`config.mk`:
```
export PLATFORM = sky130hd
export DESIGN_NAME = bmxq_best
export DESIGN_NICKNAME = d
export VERILOG_FILES = /design/src/design/bmxq_pkg.sv /design/src/design/bmxq_best.sv
export SDC_FILE = /design/constraint.sdc
export NUM_CORES = 1
export LEC_CHECK = 0
export BUFFER_PORTS_ARGS = -buffer_cell sky130_fd_sc_hd__buf_2
export CORE_MARGIN = 5
export CORE_UTILIZATION = 45
export DETAILED_ROUTE_END_ITERATION = 16
export GPL_ROUTABILITY_DRIVEN = 0
export PLACE_DENSITY = 0.87
export SLEW_MARGIN = 25
export SYNTH_ARGS = -nofsm -noshare
export SYNTH_HDL_FRONTEND = slang
export SYNTH_SLANG_ARGS = --single-unit
```
`constraint.sdc`:
```
create_clock -name clk -period 3.2 [get_ports clk]
set_input_delay 0.64 -clock clk [delete_from_list [all_inputs] [get_ports clk]]
set_output_delay 0.64 -clock clk [all_outputs]
set_load 0.01 [all_outputs]
```
`src/design/bmxq_pkg.sv`:
```
package bmxq_pkg;

	localparam int CAPACITY_DEF   = 1024;
	localparam int VALUE_BITS_DEF = 31;

	localparam int STATUS_BITS = 2;

	localparam logic CMD_INSERT = 1'b0;
	localparam logic CMD_QUERY  = 1'b1;

	localparam logic [STATUS_BITS-1:0] ST_INSERTED = 2'd0;
	localparam logic [STATUS_BITS-1:0] ST_FULL     = 2'd1;
	localparam logic [STATUS_BITS-1:0] ST_ANSWER   = 2'd2;
	localparam logic [STATUS_BITS-1:0] ST_NONE     = 2'd3;

	typedef struct packed {
		logic clear;
		logic valid;
	} acc_ctl_t;

endpackage

```
`src/design/bmxq_best.sv`:
```
module bmxq_best #(
	parameter int VALUE_BITS = bmxq_pkg::VALUE_BITS_DEF
) (
	input  logic                   clk,
	input  logic                   arst_n,
	input  bmxq_pkg::acc_ctl_t     ctl,
	input  logic [VALUE_BITS-1:0]  data,
	input  logic [VALUE_BITS-1:0]  key,
	input  logic [VALUE_BITS-1:0]  limit,
	output logic                   found,
	output logic [VALUE_BITS-1:0]  best
);
	import bmxq_pkg::*;

	logic                  found_q;
	logic [VALUE_BITS-1:0] best_q;
	logic [VALUE_BITS-1:0] cand;
	logic                  in_lim;
	logic                  take;

	assign cand   = data ^ key;
	assign in_lim = (data <= limit);
	assign take   = ctl.valid && in_lim && (!found_q || (cand > best_q));

	always_ff @(posedge clk or negedge arst_n) begin
		if (!arst_n) begin
			found_q <= 1'b0;
		end else if (ctl.clear) begin
			found_q <= 1'b0;
		end else if (ctl.valid && in_lim) begin
			found_q <= 1'b1;
		end
	end

	always_ff @(posedge clk) begin
		if (take) begin
			best_q <= cand;
		end
	end

	assign found = found_q;
	assign best  = best_q;

endmodule

```
After elaboration in Yosys (flattened, before gate mapping)

Cells that the tools add are included.

$lt $le $gt $ge: 2
Muxes and demuxes: 2
Bitwise logic cells: 1
Reductions and logical operators: 5

Operators with widths:

| kind                            | count |
|---|---|
| 31-bit > comparator             | 1 |
| 31-bit less-or-equal comparator | 1 |
| 31-bit bitwise XOR              | 1 |
| 1-bit logical AND               | 2 |
| 1-bit 2-to-1 mux                | 2 |
| 2-bit nonzero test              | 1 |
| 1-bit logical NOT               | 1 |
| 1-bit logical OR                | 1 |

Flip-flop bits (word level): 32
Bits of input ports: 97
Output and inout bits: 32
Logic and storage cells: 12

Longest topological paths before layout

Gate-level depths: netlist of the first run.

Depth in word-level cells: 4
Mapped depth: 8
Gate-level depth less buffers: 8

Worst setup path before layout of the first run

No wires, ideal clock.

Kind: input port to flip-flop
Start point: in key[28]
End point: reg best_q[0], in the netlist best[0] (enable)
Arrival time: 2.610 ns
Data required time: 2.814 ns
Setup slack: 0.205 ns
Cell stages on the path: 7
Cells stage by stage: xor2_1 ha_1 nand4_1 nor4_1 nand4_1 o211ai_1 o211a_1

Longest elaborated chain between the ends: 4

Ends and longest elaborated chain:

| what                 | line            | source |
|---|---|---|
| from (decl)          | bmxq_best.sv:8  | `input logic [VALUE_BITS-1:0] key,` |
| 31-bit bitwise XOR   | bmxq_best.sv:21 | `assign cand = data ^ key;` |
| 31-bit > comparator  | bmxq_best.sv:23 | `assign take = ctl.valid && in_lim && (!found_q \|\| (cand > best_q));` |
| 1-bit logical OR     | bmxq_best.sv:23 |  |
| 1-bit logical AND    | bmxq_best.sv:23 |  |
| named net take       | bmxq_best.sv:19 | `logic take;` |
| to (signal assigned) | bmxq_best.sv:37 | `best_q <= cand;` |
| to (decl)            | bmxq_best.sv:16 | `logic [VALUE_BITS-1:0] best_q;` |

The timed path passes the listed nets, and every way through them passes these cells.
A chain may end at the register's enable or synchronous reset.

Final worst setup path of the first run

Start point: in key[26]
End point: reg best_q[19], in the netlist best[19] (enable)

Longest elaborated chain between the ends: 4

Ends and longest elaborated chain:

| what                | line            | source |
|---|---|---|
| 31-bit bitwise XOR  | bmxq_best.sv:21 |  |
| named net cand[26]  | bmxq_best.sv:17 | `logic [VALUE_BITS-1:0] cand;` |
| 31-bit > comparator | bmxq_best.sv:23 |  |
| 1-bit logical OR    | bmxq_best.sv:23 |  |
| 1-bit logical AND   | bmxq_best.sv:23 |  |
| named net take      | bmxq_best.sv:19 |  |

The timed path passes the listed nets, and every way through them passes these cells.

==> results of run 1 <==
placed cells by master, fill, tap and decap left out, drive strengths merged:
cell and count:
buf 130, inv 63, ha 62, edfxtp 31
xor2 30, a21oi 23, nand2 14, nand4 13
o21ai 9, nor2 7, clkbuf 7, nand3 3
a21o 3, a211oi 3, nor4 2, nand3b 2
nor2b 2, xnor2 1, and2 1, nor3 1
a221oi 1, o31ai 1, o21a 1, o221a 1
o22ai 1, o31a 1, a2111oi 1, a221o 1
a22oi 1, and4bb 1, o211ai 1, o211a 1
o21ba 1, clkinv 1, dfrtp 1
cells by family after synthesis:
| logic type | count (synthesis) | share of synthesized area [%] |
|---|---|---|
| buffers and inverters | 63 | 8.44 |
| adders and majority gates | 62 | 27.7 |
| AOI/OAI and AO/OA | 50 | 11.5 |
| and+or+nand+nor | 46 | 8.57 |
| DFF | 32 | 34.1 |
| xor gates and xnor gates | 31 | 9.69 |
metal layers:
layer  vias up  GRT usage [%]  part of all wire, %
met5         -              0                    0
met4         0           8.65                  2.3
met3        14           3.23                  6.9
met2        87           33.5                   52
met1      1121           21.3                   39
li1       1267              -                    -
synth_stat cells:
cell,instances
ha_1,62
o211a_1,1
o21a_1,1
edfxtp_1,31
xor2_1,30
inv_1,63
nand2_1,14
o211ai_1,1
a211oi_1,2
nor2b_1,2
and4bb_2,1
o31ai_1,1
o21ba_2,1
a21o_1,3
o22ai_1,1
a22oi_1,1
nor4_1,2
o31a_1,1
nor3_1,1
nand3b_1,2
o21ai_0,9
a211oi_2,1
a21oi_1,23
nand3_1,3
nand4_1,13
a221o_2,1
a2111oi_2,1
and2_2,1
nor2_1,7
o221a_2,1
a221oi_1,1
dfrtp_1,1
xnor2_1,1
report_power, final:
part	total (mW)	leakage (nW)	switching, mW	internal, mW
clock	0.297	0.0399	0.146	0.151
sequential	0.532	0.305	0.0192	0.513
combinational	0.434	1.64	0.236	0.199
total	1.26	1.98	0.400	0.863
critical path: stages:
cell	delay (ns)
buf_2	0.11
xor2_1	0.18
ha_1	0.34
nand4_1	0.16
nor4_1	0.42
nand4_1	0.19
o211ai_1	0.22
o211a_1	0.24
buf_12	0.20
per-stage QoR:
stage / total power, mW / hold WS [ns]
finish: 1.26 / 0.130
global route: 1.35 / 0.126
CTS: 1.28 / 0.124
detailed placement: 0.978 / 0.428
global placement: 0.954 / 0.430
floorplan: 0.787 / 0.344
flip-flops by register name, summed over array words and instances (netlist names):
signal	count
best	31
found	1
area by class of cell:
cell class / count / area share, %
Multi-Input combinational cell: 189 / 44.2
Sequential cell: 32 / 26.2
Timing Repair Buffer: 130 / 18.3
Inverter: 63 / 6.49
Tap cell: 75 / 2.58
Clock buffer: 7 / 2.09
Clock inverter: 1 / 0.103
worst min path at each step:
| stage | from | end | cells after the start |
|---|---|---|---|
| 2_1_floorplan | arst_n | found | 0 |
| 3_3_place_gp | arst_n | found | 1 |
| 3_5_place_dp | arst_n | found | 1 |
| 4_1_cts | arst_n | found | 1 |
| 5_1_grt | arst_n | found | 1 |
| 6_report | arst_n | found | 1 |
==> out/summary.txt, run 1 <==
Detailed Place HPWL = 6480 um
Critical Path Fanout Max = 25
TritonCTS clock tree = built
Total GRT Usage = 18.6%
Final std cell area, no fill = 0.00364 mm^2
Pwr per Cell Area = 347 mW/mm^2
Die Span X = 88.9 um
Reg-to-reg startpoint = best[26]
Register Area = 956 um^2
Unrepaired setup endpoints after global routing = no
Nets = 580
CTS buffer count = 5
Core Rows = 28
Core ar. = 0.00599 mm^2
Dpl cells = 489
Die Area = 0.00790 mm^2
Total nets after synthesis = 443
Htree depth = 2
Crit path kind = in2reg
Maxcap violations = 0
Max-slew headroom = 73.1%
Initial antenna violation count = 0
Post-Layout Cell Count = 497
Vias per std cell = 5.01
Layout Area Growth over Synthesis = 30.1%
Cts hold-fix bufs = 0
Largest net degree at the start of global routing = 26
Crit share post-route = 85.1%
Setup ws final = 0.477 ns
R2R Path End = best[19]
Critical path launch point = key[26]
Flop-to-flop setup slack = 0.73 ns
Worst setup EP type = register
# fillers = 510
Drt first pass iters = 4
Syn avg cell area = 9.86 um^2
Yosys reg bits = 32
Worst-Skew Late Latency = 0.28 ns
Register area share after synthesis = 34.1%
Tmin final = 2.72 ns
Ys Warns = 0
Worst path arrival time = 2.71 ns
Leakage power = 1.98 nW
Clock Root Buffer = clkbuf_8
Clk pin slew, worst setup/hold paths = 0.06 ns
Initial core utilization = 46.8%
Dpl cell area = 0.00356 mm^2
First DRT Iteration DRCs = 74
Max Freq = 0.367 GHz
Max IR drop VDD = 0.177 mV
Synth area leaders = edfxtp_1 33%, ha_1 28%, xor2_1 9.4%, inv_1 8.4%, a21oi_1 4.1%
Skew final = 0.00319 ns
Number of global-route vias before repair = 2595
Drt drc = 0
Max-slew violation count = 0
Setup crit end = best[19]
CTS resizes = 0
CTS Buffer Depth = 2
Hold Fails Final Rpt = 0
Share of the synthesized area in the top cell type = 33.2%
Dpl ws = 0.171 ns
Port Buf Inserts = 128
Crit path required time = 3.19 ns
Post-synth cell types = 33
Cell taking the most area after synthesis = edfxtp_1
Area of the multi-input gates = 0.00161 mm^2
Setup TNS = 0 ns
CTS sink cnt = 32
Routed wire length = 7230 um
Outcome = completed
Overflow after GRT = 0
CP Launch Type = input pin
Min-Delay Path Class = in2async
Reg2Reg Depth = 8
Util after Layout = 60.8%
Antenna cells = 0
Share of cells above drive strength 1 = 33.6%
Via count = 2489
Synth Cell Area = 0.00280 mm^2
Final setup viols = 0
IO Count = 129
# Post-CTS Setup Buffers = 0
Die Ht = 88.9 um
Routed length per instance = 14.5 um
Worst-Margin Slew = 0.404 ns
Cells after Synth = 284
Global-route wire length before repair = 11400 um
ANT nets after route = 0
Power figures use the tool's default switching activity.
==> inputs of run 2 (changes only) <==
CELL_PAD_IN_SITES_DETAIL_PLACEMENT = 0   (was not set)
CELL_PAD_IN_SITES_GLOBAL_PLACEMENT = 1   (was not set)
CORE_UTILIZATION = 35   (was 45)
PLACE_DENSITY = 0.92   (was 0.87)
==> out/summary.txt, run 2 (synthesis results as in run 1) <==
Critical Path Fanout Max = 23
ANT nets after route = 0
Register Area = 956 um^2
Register share of total power = 42.6%
Total GRT Usage = 14.0%
# fillers = 759
P_sw = 390 uW
Reg-to-reg startpoint = best[29]
Die Area = 0.00989 mm^2
Worst setup EP type = register
Most common cell after layout, fill and taps aside = buf_2
Max reg flops = 31
Switching power share of the total = 31.2%
Number of global-route vias before repair = 2529
Setup TNS = 0 ns
CP max-delay cell = a2111oi_2
Via count = 2455
Leakage power = 1.98 nW
Share of cells above drive strength 1 = 33.6%
Die Ht = 99.5 um
IO Count = 129
Most frequent CP cell = a21oi_1
Routed wire length = 6890 um
# Post-CTS Setup Buffers = 0
CTS Buffer Depth = 2
Final setup viols = 0
CTS buffer count = 5
Max Freq = 0.377 GHz
Crit-path cells = buf_2 -> xor2_1 -> ha_1 -> a21oi_1 -> a21oi_1 -> o31a_1 -> a2111oi_2 -> o211ai_1 -> o211a_1 -> buf_12
Global-route wire length before repair = 11300 um
Pwr per Cell Area = 340 mW/mm^2
Cell internal pwr = 861 uW
Unrepaired setup endpoints after global routing = no
First DRT Iteration DRCs = 46
Max-slew violation count = 0
Util after Layout = 47.3%
Comb power frac = 34.0%
Skew final = 0.00682 ns
Max-slew headroom = 73.3%
CP Launch Type = input pin
Crit path required time = 3.23 ns
Maxcap violations = 0
Most frequent cells in the layout = 128 x buf_2, 63 x inv_1, 62 x ha_1, 31 x edfxtp_1, 30 x xor2_1
Hold Fails Final Rpt = 0
Min-Delay Path Class = in2async
Layout Area Growth over Synthesis = 31.3%
Worst-Margin Slew = 0.400 ns
Routed length per instance = 13.1 um
Area of the multi-input gates = 0.00161 mm^2
Antenna cells = 0
CP max stage delay = 0.39 ns
Clock network power share = 23.5%
Outcome = completed
Cts hold-fix bufs = 0
TritonCTS clock tree = built
Nets = 580
Die Span X = 99.5 um
Drt first pass iters = 4
CTS resizes = 0
Initial antenna violation count = 0
Critical path launch point = key[2]
Crit path kind = in2reg
Overflow after GRT = 0
Max IR drop VDD = 0.136 mV
Htree depth = 2
Core ar. = 0.00777 mm^2
Port Buf Inserts = 128
Core Rows = 32
CTS sink cnt = 32
Drt drc = 0
Worst path arrival time = 2.68 ns
Worst-Skew Late Latency = 0.28 ns
Tmin final = 2.65 ns
Largest net degree at the start of global routing = 24
Detailed Place HPWL = 6250 um
Clk pin slew, worst setup/hold paths = 0.06 ns
Crit share post-route = 82.8%
Clock Root Buffer = clkbuf_8
Vias per std cell = 4.69
Initial core utilization = 36.1%
## run 2: cell counts in the layout (fill, tap and decap cells not counted)
No cell type changed its count.
## run 2: critical path, delay by kind of cell
family / cells / cell delay [ns]
adder cells (fa/ha/maj): 1 / 0.32
AO/OA/AOI/OAI: 6 / 1.19
XOR/XNOR: 1 / 0.25
buffers and inverters: 2 / 0.28
## run 2: final timing paths
kind,to,depth (start not counted),slack (ns)
setup / recovery,best[0],10,0.55
hold / removal,found,1,0.14
setup reg to reg,best[0],8,0.80
hold reg to reg,found,1,0.59
max in group asynchronous,found,1,2.96
min in group clk,found,1,0.59
## run 2: layer usage
metal	vias up	share of wire, %	GRT usage (%)	wire, um
met5	-	0	0	0
met1	1102	41	16.6	2820
met4	0	1.1	3.99	76
met2	81	50	25.1	3450
met3	7	7.9	3.51	541
li1	1265	-	-	-
## run 2: area by class of cell
class	instances	area share (%)
tap	102	3.47
sequential	32	26.0
inverter	63	6.43
multi-input combinational	189	43.8
clock buffer	7	2.08
clock inverter	1	0.102
timing repair buffer	130	18.2
## run 2: power by group through the flow
stage | Combinational [mW] | Sequential (mW) | Clock, mW
after floorplan | 0.229 | 0.558 | 0
after global placement | 0.422 | 0.539 | 0
after detailed placement | 0.433 | 0.542 | 0
after CTS | 0.435 | 0.533 | 0.300
after global routing | 0.490 | 0.538 | 0.319
final | 0.425 | 0.533 | 0.294
## run 2: through the flow
step | hold slack, ns | area [um^2] | std cells | worst slack (ns) | power [mW]
finish | 0.142 | 3680 | 524 | 0.551 | 1.25
floorplan | 0.344 | 2800 | 284 | 0.205 | 0.787
global route | 0.132 | 3680 | 524 | 0.327 | 1.35
CTS | 0.134 | 3680 | 524 | 0.506 | 1.27
global placement | 0.432 | 3600 | 516 | 0.290 | 0.961
detailed placement | 0.434 | 3600 | 516 | 0.226 | 0.974
==> inputs of run 3 (changes only) <==
CORE_UTILIZATION = 31   (was 35)
PLACE_DENSITY = 0.87   (was 0.92)
clock period = 2.4 ns   (was 3.2 ns; I/O delays follow)
==> out/summary.txt, run 3 (synthesis results as in run 1) <==
Worst path top cell family by delay = compound AO/OA/AOI/OAI gates
Critical path launch point = data[10]
Pwr per Cell Area = 450 mW/mm^2
Most common cell after layout, fill and taps aside = buf_2
Dpl cell area = 0.00379 mm^2
Util after Layout = 47.7%
Detailed Place HPWL = 6570 um
CTS Buffer Depth = 2
CP max-delay cell = a2111oi_4
Final std cell area, no fill = 0.00418 mm^2
Crit share post-route = 102%
Largest net degree at the start of global routing = 16
Hold WS = 0.448 ns
Critical Path Fanout Max = 6
Drt first pass iters = 4
Initial antenna violation count = 0
Worst-Margin Slew = 0.389 ns
IO Count = 129
Skew final = 0.00485 ns
# fillers = 846
Total GRT Usage = 13.5%
Maxcap violations = 0
Max reg flops = 31
Worst path arrival time = 2.49 ns
Via count = 2648
Setup TNS = -0.839 ns
Most frequent CP cell = buf_4
Die Span X = 105 um
Port Buf Inserts = 128
Total power = 1.88 mW
Die Ht = 105 um
Antenna cells = 0
Setup ws final = -0.0424 ns
Hold Fails Final Rpt = 0
Drt drc = 0
Number of global-route vias before repair = 2741
CP Launch Type = input pin
Nets = 616
Global-route wire length before repair = 12300 um
Unrepaired setup endpoints after global routing = yes
Max-slew headroom = 73.9%
Max-slew violation count = 0
Share of cells above drive strength 1 = 42.6%
CTS buffer count = 5
Reg-to-reg startpoint = best[2]
Max Freq = 0.409 GHz
First DRT Iteration DRCs = 73
Register Area = 956 um^2
Crit path buf inv count = 5
ANT nets after route = 0
Crit path kind = in2reg
Max IR drop VDD = 0.199 mV
Clk pin slew, worst setup/hold paths = 0.07 ns
Min-Delay Path Class = in2reg
Beginning of the worst hold path = ctl[1]
Tmin final = 2.44 ns
Leakage power = 2.20 nW
Core Rows = 34
Crit-path cells = buf_2 -> buf_4 -> xor2_2 -> ha_1 -> buf_4 -> a21oi_4 -> a21oi_2 -> a2111oi_4 -> o211ai_1 -> buf_4 -> o211a_4 -> clkbuf_16
Layout Area Growth over Synthesis = 49.1%
Routed wire length = 7880 um
Htree depth = 2
Vias per std cell = 4.68
Most frequent cells in the layout = 124 x buf_2, 63 x inv_1, 62 x ha_1, 32 x buf_4, 31 x edfxtp_1
Failing checks = setup timing
Initial core utilization = 32.0%
Die Area = 0.0110 mm^2
Area of the multi-input gates = 0.00178 mm^2
Outcome = finished with violations
TritonCTS clock tree = built
Final setup viols = 31
Crit path required time = 2.45 ns
Worst-Skew Late Latency = 0.28 ns
Overflow after GRT = 0
Routed length per instance = 13.9 um
Clock Root Buffer = clkbuf_8
Core ar. = 0.00876 mm^2
CP max stage delay = 0.35 ns
Worst setup EP type = register
CTS sink cnt = 32
run 3: changes by cell type in the layout (fill, tap and decap cells not counted), sizes merged:
cell         previous run  this run
clkbuf                  7         9
o211a                   1         3
buf                   130       162
clkinv                  1         0
dlygate4sd3             0         1
run 3: area by class of cell:
cell class                 count  share of cell area, %
clock buffer                   8                   2.16
tap                          108                   3.23
multi-input combinational    191                   42.5
inverter                      63                   5.66
sequential                    32                   22.9
timing repair buffer         164                   23.6
run 3: stage by stage:
stage | instances | worst slack (ns)
after floorplan | 284 | -0.0326
after global placement | 546 | -0.461
after detailed placement | 546 | -0.465
after CTS | 559 | -0.00643
after global routing | 566 | -0.125
final | 566 | -0.0424
run 3: power by group:
group          leakage [nW]  internal (mW)  switching, mW  total [mW]
clock                0.0455          0.234          0.209       0.443
combinational          1.85          0.368          0.359       0.727
sequential            0.305          0.684         0.0247       0.708
total                  2.20           1.29          0.593        1.88
run 3: worst paths after layout:
kind	depth (start not counted)	slack (ns)	to
min in group asynchronous	2	0.53	found
max in group asynchronous	2	1.79	found
worst max-delay path	12	-0.04	best[0]
worst min-delay path	2	0.45	found
worst min register to register	1	0.60	found
worst max register to register	10	0.05	best[0]
run 3: metal layers:
metal | global-route usage (%) | share of wire [%] | vias up
met5 | 0 | 0 | -
met4 | 3.01 | 0.80 | 0
met3 | 3.14 | 6.4 | 5
met2 | 24.8 | 53 | 78
met1 | 16.0 | 40 | 1228
li1 | - | - | 1337
run 3: what timing repair did:
action | 4_1_cts | 5_1_grt
gates cloned | 1 | 2
gates resized for setup | 13 | 15
endpoints found under the setup margin | 31 | 31
buffers inserted | 3 | 5
pin swaps | 6 | 12
hold buffers | 1 | 0
endpoints found under the hold margin | 1 | 0
